[src/rtl/s2c_pkg.sv]
// ----------------------------------------------------------------------------
// s2c_pkg - shared types and constants for the seconds-to-calendar converter
// Holds the sequencer state type, the result bundle and the month table.
// ----------------------------------------------------------------------------
package s2c_pkg;

    localparam int CNT_W         = 32;
    localparam int YEAR_SPAN_DEF = 100;
    localparam int STEP_W        = 3;

    localparam logic [CNT_W-1:0] SECS_PER_MIN  = 32'd60;
    localparam logic [CNT_W-1:0] SECS_PER_HOUR = 32'd3600;
    localparam logic [CNT_W-1:0] SECS_PER_DAY  = 32'd86400;
    localparam logic [CNT_W-1:0] SECS_YEAR     = 32'd31536000;  // 365 days
    localparam logic [CNT_W-1:0] SECS_LEAP     = 32'd31622400;  // 366 days

    // First shift of each restoring division (quotient bits minus one)
    localparam logic [STEP_W-1:0] DAY_TOP  = 3'd4;
    localparam logic [STEP_W-1:0] HOUR_TOP = 3'd4;
    localparam logic [STEP_W-1:0] MIN_TOP  = 3'd5;

    localparam logic [3:0] MONTH_LAST = 4'd11;   // December, zero based

    // Saturated time of day for a count beyond the span
    localparam logic [4:0] SAT_DAY_Q = 5'd30;    // day 31, zero based
    localparam logic [4:0] SAT_HOUR  = 5'd23;
    localparam logic [5:0] SAT_MIN   = 6'd59;
    localparam logic [5:0] SAT_SEC   = 6'd59;

    typedef enum logic [2:0] {
        ST_IDLE,
        ST_YEAR,
        ST_MONTH,
        ST_DAY,
        ST_HOUR,
        ST_MIN,
        ST_DONE
    } state_t;

    typedef struct packed {
        logic       out_of_range;
        logic [5:0] second;
        logic [5:0] minute;
        logic [4:0] hour;
        logic [4:0] day;
        logic [3:0] month;
        logic [6:0] year;
    } cal_result_t;

    // Length of a month in seconds, month index zero based
    function automatic logic [CNT_W-1:0] month_secs(input logic [3:0] mi, input logic leap);
        logic [CNT_W-1:0] d31;
        logic [CNT_W-1:0] d30;
        logic [CNT_W-1:0] res;
        d31 = 32'd2678400;
        d30 = 32'd2592000;
        case (mi)
            4'd1:    res = leap ? 32'd2505600 : 32'd2419200;
            4'd3:    res = d30;
            4'd5:    res = d30;
            4'd8:    res = d30;
            4'd10:   res = d30;
            default: res = d31;
        endcase
        return res;
    endfunction

endpackage

[src/rtl/s2c_alu.sv]
// ----------------------------------------------------------------------------
// s2c_alu - shared compare and subtract unit
// Gives a - b and whether a is at least b; used by every conversion step.
// ----------------------------------------------------------------------------
module s2c_alu
    import s2c_pkg::*;
(
    input  logic [CNT_W-1:0] a,
    input  logic [CNT_W-1:0] b,
    output logic             ge,
    output logic [CNT_W-1:0] diff
);

    logic [CNT_W:0] wide;

    assign wide = {1'b0, a} - {1'b0, b};
    assign ge   = ~wide[CNT_W];
    assign diff = wide[CNT_W-1:0];

endmodule

[src/rtl/s2c_core.sv]
// ----------------------------------------------------------------------------
// s2c_core - sequencer and working registers of the converter
// Strips years and months, then divides the rest by restoring steps; saturates a count past the span.
// ----------------------------------------------------------------------------
module s2c_core
    import s2c_pkg::*;
#(
    parameter int YEAR_SPAN = YEAR_SPAN_DEF
) (
    input  logic             aclk,
    input  logic             aresetn,
    input  logic             in_valid,
    output logic             in_ready,
    input  logic [CNT_W-1:0] in_count,
    output logic             res_valid,
    input  logic             res_ready,
    output cal_result_t      res
);

    localparam int YEAR_W = $clog2(YEAR_SPAN + 1);

    state_t state_reg, state_next;

    logic [CNT_W-1:0]  cnt_reg;
    logic [YEAR_W-1:0] year_reg;
    logic [3:0]        month_reg;
    logic [4:0]        day_reg;
    logic [4:0]        hour_reg;
    logic [5:0]        min_reg;
    logic [STEP_W-1:0] step_reg;
    logic              oor_reg;

    logic [CNT_W-1:0] operand;
    logic [CNT_W-1:0] diff;
    logic             ge;
    logic             leap;
    logic             at_span;
    logic             step_end;

    assign leap     = (year_reg[1:0] == 2'b00);
    assign at_span  = (year_reg == YEAR_W'(YEAR_SPAN));
    assign step_end = (step_reg == '0);

    s2c_alu u_alu (
        .a    (cnt_reg),
        .b    (operand),
        .ge   (ge),
        .diff (diff)
    );

    // next state
    always_comb begin
        state_next = state_reg;
        case (state_reg)
            ST_IDLE:  if (in_valid) state_next = ST_YEAR;
            ST_YEAR: begin
                if (at_span)  state_next = ST_DONE;
                else if (!ge) state_next = ST_MONTH;
            end
            ST_MONTH: if (!ge || month_reg == MONTH_LAST) state_next = ST_DAY;
            ST_DAY:   if (step_end) state_next = ST_HOUR;
            ST_HOUR:  if (step_end) state_next = ST_MIN;
            ST_MIN:   if (step_end) state_next = ST_DONE;
            ST_DONE:  if (res_ready) state_next = ST_IDLE;
            default:  state_next = ST_IDLE;
        endcase
    end

    // outputs and operand selection
    always_comb begin
        in_ready  = 1'b0;
        res_valid = 1'b0;
        operand   = '0;
        case (state_reg)
            ST_IDLE:  in_ready  = 1'b1;
            ST_YEAR:  operand   = leap ? SECS_LEAP : SECS_YEAR;
            ST_MONTH: operand   = month_secs(month_reg, leap);
            ST_DAY:   operand   = SECS_PER_DAY << step_reg;
            ST_HOUR:  operand   = SECS_PER_HOUR << step_reg;
            ST_MIN:   operand   = SECS_PER_MIN << step_reg;
            ST_DONE:  res_valid = 1'b1;
            default:  operand   = '0;
        endcase
    end

    always_ff @(posedge aclk) begin
        if (!aresetn) begin
            state_reg <= ST_IDLE;
        end else begin
            state_reg <= state_next;
        end
    end

    always_ff @(posedge aclk) begin
        case (state_reg)
            ST_IDLE: begin
                if (in_valid) begin
                    cnt_reg   <= in_count;
                    year_reg  <= '0;
                    month_reg <= '0;
                    oor_reg   <= 1'b0;
                end
            end
            ST_YEAR: begin
                if (at_span) begin
                    year_reg  <= YEAR_W'(YEAR_SPAN - 1);
                    month_reg <= MONTH_LAST;
                    day_reg   <= SAT_DAY_Q;
                    hour_reg  <= SAT_HOUR;
                    min_reg   <= SAT_MIN;
                    cnt_reg   <= CNT_W'(SAT_SEC);
                    oor_reg   <= 1'b1;
                end else if (ge) begin
                    cnt_reg  <= diff;
                    year_reg <= year_reg + 1'b1;
                end else begin
                    step_reg <= DAY_TOP;
                end
            end
            ST_MONTH: begin
                if (ge && month_reg != MONTH_LAST) begin
                    cnt_reg   <= diff;
                    month_reg <= month_reg + 1'b1;
                end else begin
                    step_reg <= DAY_TOP;
                end
            end
            ST_DAY: begin
                if (ge) cnt_reg <= diff;
                day_reg  <= {day_reg[3:0], ge};
                step_reg <= step_end ? HOUR_TOP : step_reg - 1'b1;
            end
            ST_HOUR: begin
                if (ge) cnt_reg <= diff;
                hour_reg <= {hour_reg[3:0], ge};
                step_reg <= step_end ? MIN_TOP : step_reg - 1'b1;
            end
            ST_MIN: begin
                if (ge) cnt_reg <= diff;
                min_reg  <= {min_reg[4:0], ge};
                step_reg <= step_reg - 1'b1;
            end
            default: begin
                cnt_reg <= cnt_reg;
            end
        endcase
    end

    always_comb begin
        res.year         = 7'(year_reg);
        res.month        = month_reg + 4'd1;
        res.day          = day_reg + 5'd1;
        res.hour         = hour_reg;
        res.minute       = min_reg;
        res.second       = cnt_reg[5:0];
        res.out_of_range = oor_reg;
    end

endmodule

[src/rtl/seconds_to_calendar.sv]
// ----------------------------------------------------------------------------
// seconds_to_calendar - seconds count to two-digit calendar date and time
// Converts seconds since year 00-01-01 00:00:00 into year, month, day,
// hour, minute and second, saturating beyond the last year of the span.
// ----------------------------------------------------------------------------
//
//  Channel  | Ports                      | Word contents (lowest bit first)
//  ---------+----------------------------+-----------------------------------
//  input    | s_tvalid s_tready s_tdata  | seconds_count[31:0]
//  result   | m_tvalid m_tready m_tdata  | year[6:0] month[10:7] day[15:11]
//           | m_tuser                    | hour[20:16] minute[26:21]
//           |                            | second[32:27], zeros to bit 39;
//           |                            | m_tuser = out_of_range
//
//  The sequencer strips whole years (at most YEAR_SPAN - 1) and months
//  (at most 11), leaves each strip loop on a compare that strips nothing,
//  runs 16 restoring division steps, all through the one compare-subtract
//  unit, and hands the result to the output register that drives m_tvalid.
//  A count past the span takes YEAR_SPAN strips and then a saturating step.
//  s_tready is high only while the sequencer is idle; a result waiting in the
//  output register does not stop the next word being accepted and converted.
//  The sequencer holds a finished result until the output register is free.
//  aresetn is synchronous and active low; it clears the sequencer and m_tvalid.
//
module seconds_to_calendar
    import s2c_pkg::*;
#(
    parameter int YEAR_SPAN = YEAR_SPAN_DEF
) (
    input  logic        aclk,
    input  logic        aresetn,
    input  logic        s_tvalid,
    output logic        s_tready,
    input  logic [31:0] s_tdata,   // seconds_count[31:0]
    output logic        m_tvalid,
    input  logic        m_tready,
    output logic [39:0] m_tdata,   // year, month, day, hour, minute, second, pad
    output logic        m_tuser    // out_of_range
);

    cal_result_t res;
    logic        res_valid;
    logic        res_ready;

    logic        m_tvalid_reg;
    logic [39:0] m_tdata_reg;
    logic        m_tuser_reg;

    // Output register is free when empty or being emptied this cycle
    assign res_ready = !m_tvalid_reg || m_tready;

    s2c_core #(
        .YEAR_SPAN (YEAR_SPAN)
    ) u_core (
        .aclk      (aclk),
        .aresetn   (aresetn),
        .in_valid  (s_tvalid),
        .in_ready  (s_tready),
        .in_count  (s_tdata),
        .res_valid (res_valid),
        .res_ready (res_ready),
        .res       (res)
    );

    // Hold the result word until the downstream side takes it
    always_ff @(posedge aclk) begin
        if (!aresetn) begin
            m_tvalid_reg <= 1'b0;
        end else if (res_ready) begin
            m_tvalid_reg <= res_valid;
        end
    end

    // Load payload only on transfer from the sequencer
    always_ff @(posedge aclk) begin
        if (res_valid && res_ready) begin
            m_tdata_reg <= {7'd0, res.second, res.minute, res.hour,
                            res.day, res.month, res.year};
            m_tuser_reg <= res.out_of_range;
        end
    end

    assign m_tvalid = m_tvalid_reg;
    assign m_tdata  = m_tdata_reg;
    assign m_tuser  = m_tuser_reg;

endmodule

[config.mk]
export PLATFORM = sky130hd
export DESIGN_NAME = seconds_to_calendar
export DESIGN_NICKNAME = d
export VERILOG_FILES = /design/src/rtl/s2c_pkg.sv /design/src/rtl/s2c_alu.sv /design/src/rtl/s2c_core.sv /design/src/rtl/seconds_to_calendar.sv
export SDC_FILE = /design/constraint.sdc
export NUM_CORES = 1
export LEC_CHECK = 0
export BUFFER_PORTS_ARGS = -buffer_cell sky130_fd_sc_hd__buf_2
export CAP_MARGIN = 20
export CORE_MARGIN = 2
export CORE_UTILIZATION = 40
export CTS_CLUSTER_DIAMETER = 200
export DETAILED_ROUTE_END_ITERATION = 10
export HOLD_SLACK_MARGIN = 0.08
export PLACE_DENSITY = 0.58
export SKIP_LAST_GASP = 1
export SLEW_MARGIN = 10
export SYNTH_ARGS = -nofsm -noshare
export SYNTH_HDL_FRONTEND = slang
export SYNTH_HIERARCHICAL = 1
export SYNTH_SLANG_ARGS = --single-unit
[constraint.sdc]
create_clock -name aclk -period 14.8 [get_ports aclk]
set_input_delay 1.48 -clock aclk [delete_from_list [all_inputs] [get_ports aclk]]
set_output_delay 1.48 -clock aclk [all_outputs]
set_load 0.02 [all_outputs]
; Word-level counts from Yosys, hierarchy flattened
; Index checks and enable logic that the tools add are counted.
[totals]
in_bits = 36
wordCells = 117
register_bits = 101
out_inout_bits = 43
[classes]
shift = 3
add_sub_neg = 5
bitwise_logic = 1
reduce_logical = 26
n_eq_ne = 27
n_mux = 43
[ops]
columns = cell, count
row1 = $pmux 32 s5, 1
row2 = $mux 32, 4
row3 = $pmux 32 s4, 1
row4 = $pmux 32 s2, 1
row5 = $mux 3, 13
row6 = $mux 18, 2
row7 = $sub 32x32->33, 1
row8 = $shl 12x3->32 const A, 1
row9 = $shl 17x3->32 const A, 1
row10 = $shl 6x3->32 const A, 1
row11 = $mux 7, 3
row12 = $pmux 3 s7, 1
row13 = $pmux 5 s2, 2
row14 = $pmux 3 s5, 1
row15 = $pmux 7 s2, 1
row16 = $eq 4x4->1 const B, 3
row17 = $mux 4, 3
row18 = $ne 2x1->1 const B, 6
row19 = $pmux 4 s3, 1
row20 = $pmux 6 s2, 1
row21 = $mux 5, 2
row22 = $ne 2x2->1 const B, 5
row23 = $eq 3x3->1 const B, 3
row24 = $reduce_and 3->1, 3
row25 = other kinds (30), 44

; Longest topological paths before layout
[depth]
word_depth = 9
depth_mapped = 24
mapped_depth_nobuf = 22

; Cells and area by module
; Netlist, hierarchy kept.
[modules_own_cells]
columns = mod, cells_each, seq_area_each_um2, n_inst, area_per_inst_um2
row1 = s2c_core, 443, 1951.9, 1, 4421.7
row2 = s2c_alu, 244, 0.0, 1, 1710.4
row3 = seconds_to_calendar, 47, 1041.0, 1, 1134.8

; Worst setup path before layout
; OpenSTA, ideal clock, no wires.
[synth_timing]
path_type = reg-to-reg
startpoint = register u_core.month_reg[1]
endpoint = register u_core.cnt_reg[0], enable pin
slack_ns = 9.688
synth_period_minus_slack_ns = 5.112
t_required_ns = 14.409
arrival_ns = 4.721
n_path_buf = 2
path_stages_with_launch = 22
setup_ns = 0.391
cell_sequence = edfxtp_1 -> inv_1 -> ha_1 -> nor3b_1 -> nand2_1 -> o21ai_0 -> a21oi_1 -> o311ai_1 -> inv_1 -> ha_1 -> nand4_1 -> or4_1 -> o22ai_2 -> a31oi_1 -> o21ai_1 -> a31oi_1 -> o21ai_1 -> clkbuf_1 -> clkbuf_1 -> a21oi_1 -> o21ai_1 -> o21a_1
[synth_between]
elab_chain_cells = 9
elab_cells_between_ends = 14
classes_between = add/sub (1) / eq/ne (7) / mux (2) / bitwise (1) / reduce/logical (3)
[synth_lines]
columns = element, line_no
row1 = start: declaration, s2c_core.sv:26  ; logic [3:0] month_reg;
row2 = start signal: assignment, s2c_core.sv:123  ; month_reg <= month_reg + 1'b1;
row3 = "$eq 4x2->1, or another cell as far along", s2c_pkg.sv:57  ; case (mi)
row4 = $reduce_or 4->1 (no line), --
row5 = $pmux 32 s2 *, s2c_pkg.sv:57
row6 = $pmux 32 s5 *, s2c_core.sv:74  ; case (state_reg)
row7 = named net u_core.operand[12], s2c_core.sv:33  ; logic [CNT_W-1:0] operand;
row8 = $sub 32x32->33 *, s2c_alu.sv:16  ; assign wide = {1'b0, a} - {1'b0, b};
row9 = $not 1->1 *, s2c_alu.sv:17  ; assign ge = ~wide[CNT_W];
row10 = named net u_core.ge, s2c_core.sv:35  ; logic ge;
row11 = $logic_and 1x1->1 *, s2c_core.sv:121  ; if (ge && month_reg != MONTH_LAST) begin
row12 = $ne 2x1->1 (no line) *, --
row13 = $reduce_and 3->1 (no line) *, --
row14 = end signal: assignment, s2c_core.sv:122  ; cnt_reg <= diff;
row15 = end signal: assignment, s2c_core.sv:129  ; if (ge) cnt_reg <= diff;
row16 = end signal: assignment, s2c_core.sv:134  ; if (ge) cnt_reg <= diff;
row17 = end: declaration, s2c_core.sv:24  ; logic [CNT_W-1:0] cnt_reg;
; Mark *: on every way through the listed nets, which the timed path passes. The rest lies on a longest branch.
; A chain may end at the register's enable or synchronous reset.

; Worst setup path after layout
[layout_timing]
startpoint = register u_core.state_reg[0]
endpoint = register u_core.cnt_reg[14] (data pin)
[layout_between]
elab_chain_cells = 6
elab_cells_between_ends = 13
classes_between = add/sub (1) / eq/ne (5) / mux (5) / reduce/logical (2)
[layout_lines]
columns = element, line_no
row1 = start: declaration, s2c_core.sv:22  ; state_t state_reg, state_next;
row2 = start signal: assignment, s2c_core.sv:90  ; state_reg <= state_next;
row3 = "$eq 3x3->1, or another cell as far along", s2c_core.sv:74
row4 = $pmux 32 s5 *, s2c_core.sv:74
row5 = named net u_core.operand[7], s2c_core.sv:33
row6 = $sub 32x32->33 *, s2c_alu.sv:16
row7 = $mux 32, --
row8 = $mux 32, s2c_core.sv:105  ; if (at_span) begin
row9 = $pmux 32 s4 *, s2c_core.sv:95  ; case (state_reg)
row10 = end signal: assignment, s2c_core.sv:129
row11 = end signal: assignment, s2c_core.sv:134
row12 = end signal: assignment, s2c_core.sv:139  ; if (ge) cnt_reg <= diff;
; Mark *: on every way through the listed nets, which the timed path passes. The rest lies on a longest branch. The select of a mux whose other input is x is not followed.

==> summary.txt <==
Worst setup path
  – Worst R2R Start: u_core/state_reg[0]
  – Crit path required time: 14,910 ps
  – Most frequent CP cell: buf_4
  – Maximum fanout along the worst path: 27
  – Setup crit start kind: flop
  – Crit. End Element: flop
  – Crit-path slowest cell: dfxtp_1
  – WP data arrival: 6430 ps
  – CP top delay family: compound AO/OA/AOI/OAI gates
  – Class of the most critical setup path: flop to flop
  – Worst path cell trace: buf_4, nor2b_1, nand2_1, or4_1, o211ai_1, inv_1, ha_1, a2111o_1, o2bb2ai_4, o22ai_2, a31oi_1, o21ai_1, a31oi_1, o21ai_1, buf_4, nor2_1, nor2_2, buf_4, a22o_1, a221o_1
  – Critical Path Source: u_core/state_reg[0]
  – Slowest stage delay, CP: 710 ps
  – CP Buf/Inv Count: 4

Power and ir drop
  – Peak supply drop: roughly 0.00012 V
  – PwrDens: 263 mW/mm²
  – Leak: 0.00318 µW

STA
  – Fin crit share: 42.7%
  – Hold Slack: 427 ps
  – Max Clock Skew: 15.8 ps
  – Fmax: 0.158 GHz
  – Final hold vios: 0
  – Final setup fails: 0
  – RSZ-0062 raised after global routing: false
  – Min cycle time layout: 6320 ps
  – Worst rel slew slack: 37.1%
  – Worst setup margin: 8480 ps
  – Pins over their slew limit: 0
  – Setup TNS: 0 ps
  – Worst-Margin Slew: 941 ps

Synthesis
  – Synth async-reset ratio: 0%
  – Syn. warnings: 6
  – Number of flops mapped to enable cells by yosys: 97
  – #FFs+latches synth: between 100 and 150
  – Sequential share of the synthesized area: 41.2%
  – Avg Cell Area, Syn: about 9.9 µm²
  – Cell Area, Synth: 0.00727 mm²
  – Post-synth top flop: edfxtp_1
  – Mapped Cells: 734
  – Post-synthesis cell type count: 85

GRT
  – Total congestion overflow: 0
  – Met1 usage: 26.2%
  – First-pass GRT wire length: 30.5 mm
  – Gr busiest metal: met2
  – Number of global-route vias before repair: 5,882
  – GRT Util Overall: 19.5%
  – Met3 usage: about 2.9%
  – Antenna violations before repair: 0
  – Largest net degree at the start of global routing: 46
  – Met2 Usage GRT: 31.9%

Placed design
  – IO buf count: 71
  – Final GP Congestion: about 0.89
  – DPL Wire Length: 13.4 mm
  – DP Area: 0.00770 mm²
  – Place WS: 8560 ps

Clocking
  – H-tree depth: 3
  – Root Buffer Master: clkbuf_16
  – Clock Latency Late Sink: 370 ps
  – CTS max path bufs: 2
  – Clock Sinks: 101
  – CTS tree: yes
  – CTS Buf Count: 9
  – Clock transition at path regs: ~80 ps
  – Hold buffer count at cts: 0
  – Post-CTS Setup Bufs: 0
  – Post-CTS Resized: 0

Finish
  – Max FFs per register: 33
  – Most common cell after layout, fill and taps aside: edfxtp_1
  – Most frequent cells in the layout: edfxtp_1 (97), buf_2 (71), inv_1 (60)
  – Final Cell Area: 0.00799 mm²
  – Layout cells sized above 1: ~17%
  – Layout area overhead: 9.90%
  – Antenna cells: 0
  – # nets final: 865

Floorplanning
  – Die ar.: 0.0193 mm²
  – IO Pins: 79
  – Die height: 139 µm
  – Core Box Area: about 0.018 mm²
  – Initial Util: between 40% and 50%
  – # rows: 49
  – Die outline width: 139 µm

Drt
  – DRT Pass-1 Iters: 5
  – DRC Markers: 0
  – Wire per inst: about 18 µm
  – Vias: 5,813
  – Post-Route WL: approximately 19 mm
  – Final ANT Viol Nets: 0
  – Vias per cell: approximately 5.7
  – DR iter-0 viols: 375

Worst hold path
  – Hold/Removal Path Class: flop to flop
  – Hold Path Origin: u_core/min_reg[5]

Outcome
  – Status: finished clean

Flow run
  – Max-Cap Viols: 0
path summary, 6_finish.rpt:
path,to,slack [ps],depth (start not counted)
max reg2reg,u_core/cnt_reg[14],8480,20
min,m_tdata[26],430,0
min reg2reg,m_tdata[26],430,0
max,u_core/cnt_reg[14],8480,20
final cells by class:
type / count / area [µm²]
Clock buffer: 10 / 229
Clock inverter: 6 / 56.3
Fill cell: 1759 / 9920
Inverter: 61 / 229
Multi-Input combinational cell: 535 / 3780
Sequential cell: 101 / 2990
Tap cell: 229 / 287
Timing Repair Buffer: 79 / 415
Yosys cell counts (all sizes together) (3+ instances only):
master	count	area (µm²)
and3	8	50.1
a211oi	3	22.5
a31o	3	26.3
clkbuf	13	48.8
nor2	58	223
o22a	3	26.3
inv	61	229
a211o	7	61.3
nand4	4	40.0
a221o	31	310
nand3	15	75.1
o21ai	37	189
nand2b	12	90.1
nor3	11	55.1
o211ai	4	35.0
o21a	10	75.1
a221oi	5	43.8
nor3b	4	46.3
edfxtp	97	2910
and2	3	21.3
nand2	44	165
o22ai	11	75.1
a31oi	6	43.8
nor2b	8	50.1
a21oi	51	270
o31ai	3	27.5
a21o	12	90.1
mux2i	5	50.1
or3	5	31.3
buf	39	277
a21boi	3	26.3
xnor2	19	166
or2	13	81.3
ha	41	513
xor2	20	175
a22o	27	236
dfxtp	4	80.1
worst reg2reg max path, cell delays in order, from the launching register on:
cell	delay (ps)
dfxtp_1	710
buf_4	370
nor2b_1	570
nand2_1	350
or4_1	470
o211ai_1	120
inv_1	70
ha_1	340
a2111o_1	480
o2bb2ai_4	220
o22ai_2	130
a31oi_1	340
o21ai_1	160
a31oi_1	270
o21ai_1	110
buf_4	220
nor2_1	250
nor2_2	80
buf_4	240
a22o_1	290
a221o_1	270
metrics by stage:
stage | power, µW | utilization, % | cells
2_1_floorplan | 1580 | - | 749
3_3_place_gp | 1830 | 43.0 | 1005
3_5_place_dp | 1850 | 43.0 | 1005
4_1_cts | 2100 | 44.6 | 1021
5_1_grt | 2270 | 44.6 | 1021
6_report | 2100 | 44.6 | 1021
cell families after synthesis:
family                     share of synthesized area [%]
AOI/OAI and AO/OA                                   24.4
and+or+nand+nor                                     13.8
buffers and inverters                               7.63
DFF                                                 41.2
adders and majority gates                           7.33
xor gates and xnor gates                            4.70
muxes                                              0.844
other                                              0.103
report_power, final:
group          total [µW]  internal, µW  leakage [µW]  switching, µW
Clock                 237           118      0.000137            119
Combinational        1340           530       0.00208            805
Sequential            530           449      0.000958           80.9
Total                2100          1100       0.00318           1000
routing by layer:
layer / share of wire, % / vias to the layer above
met5: 0 / -
met4: 2.1 / 0
met3: 4.1 / 27
met2: 47 / 155
met1: 46 / 2810
li1: - / 2821
Power figures use the tool's default switching activity.
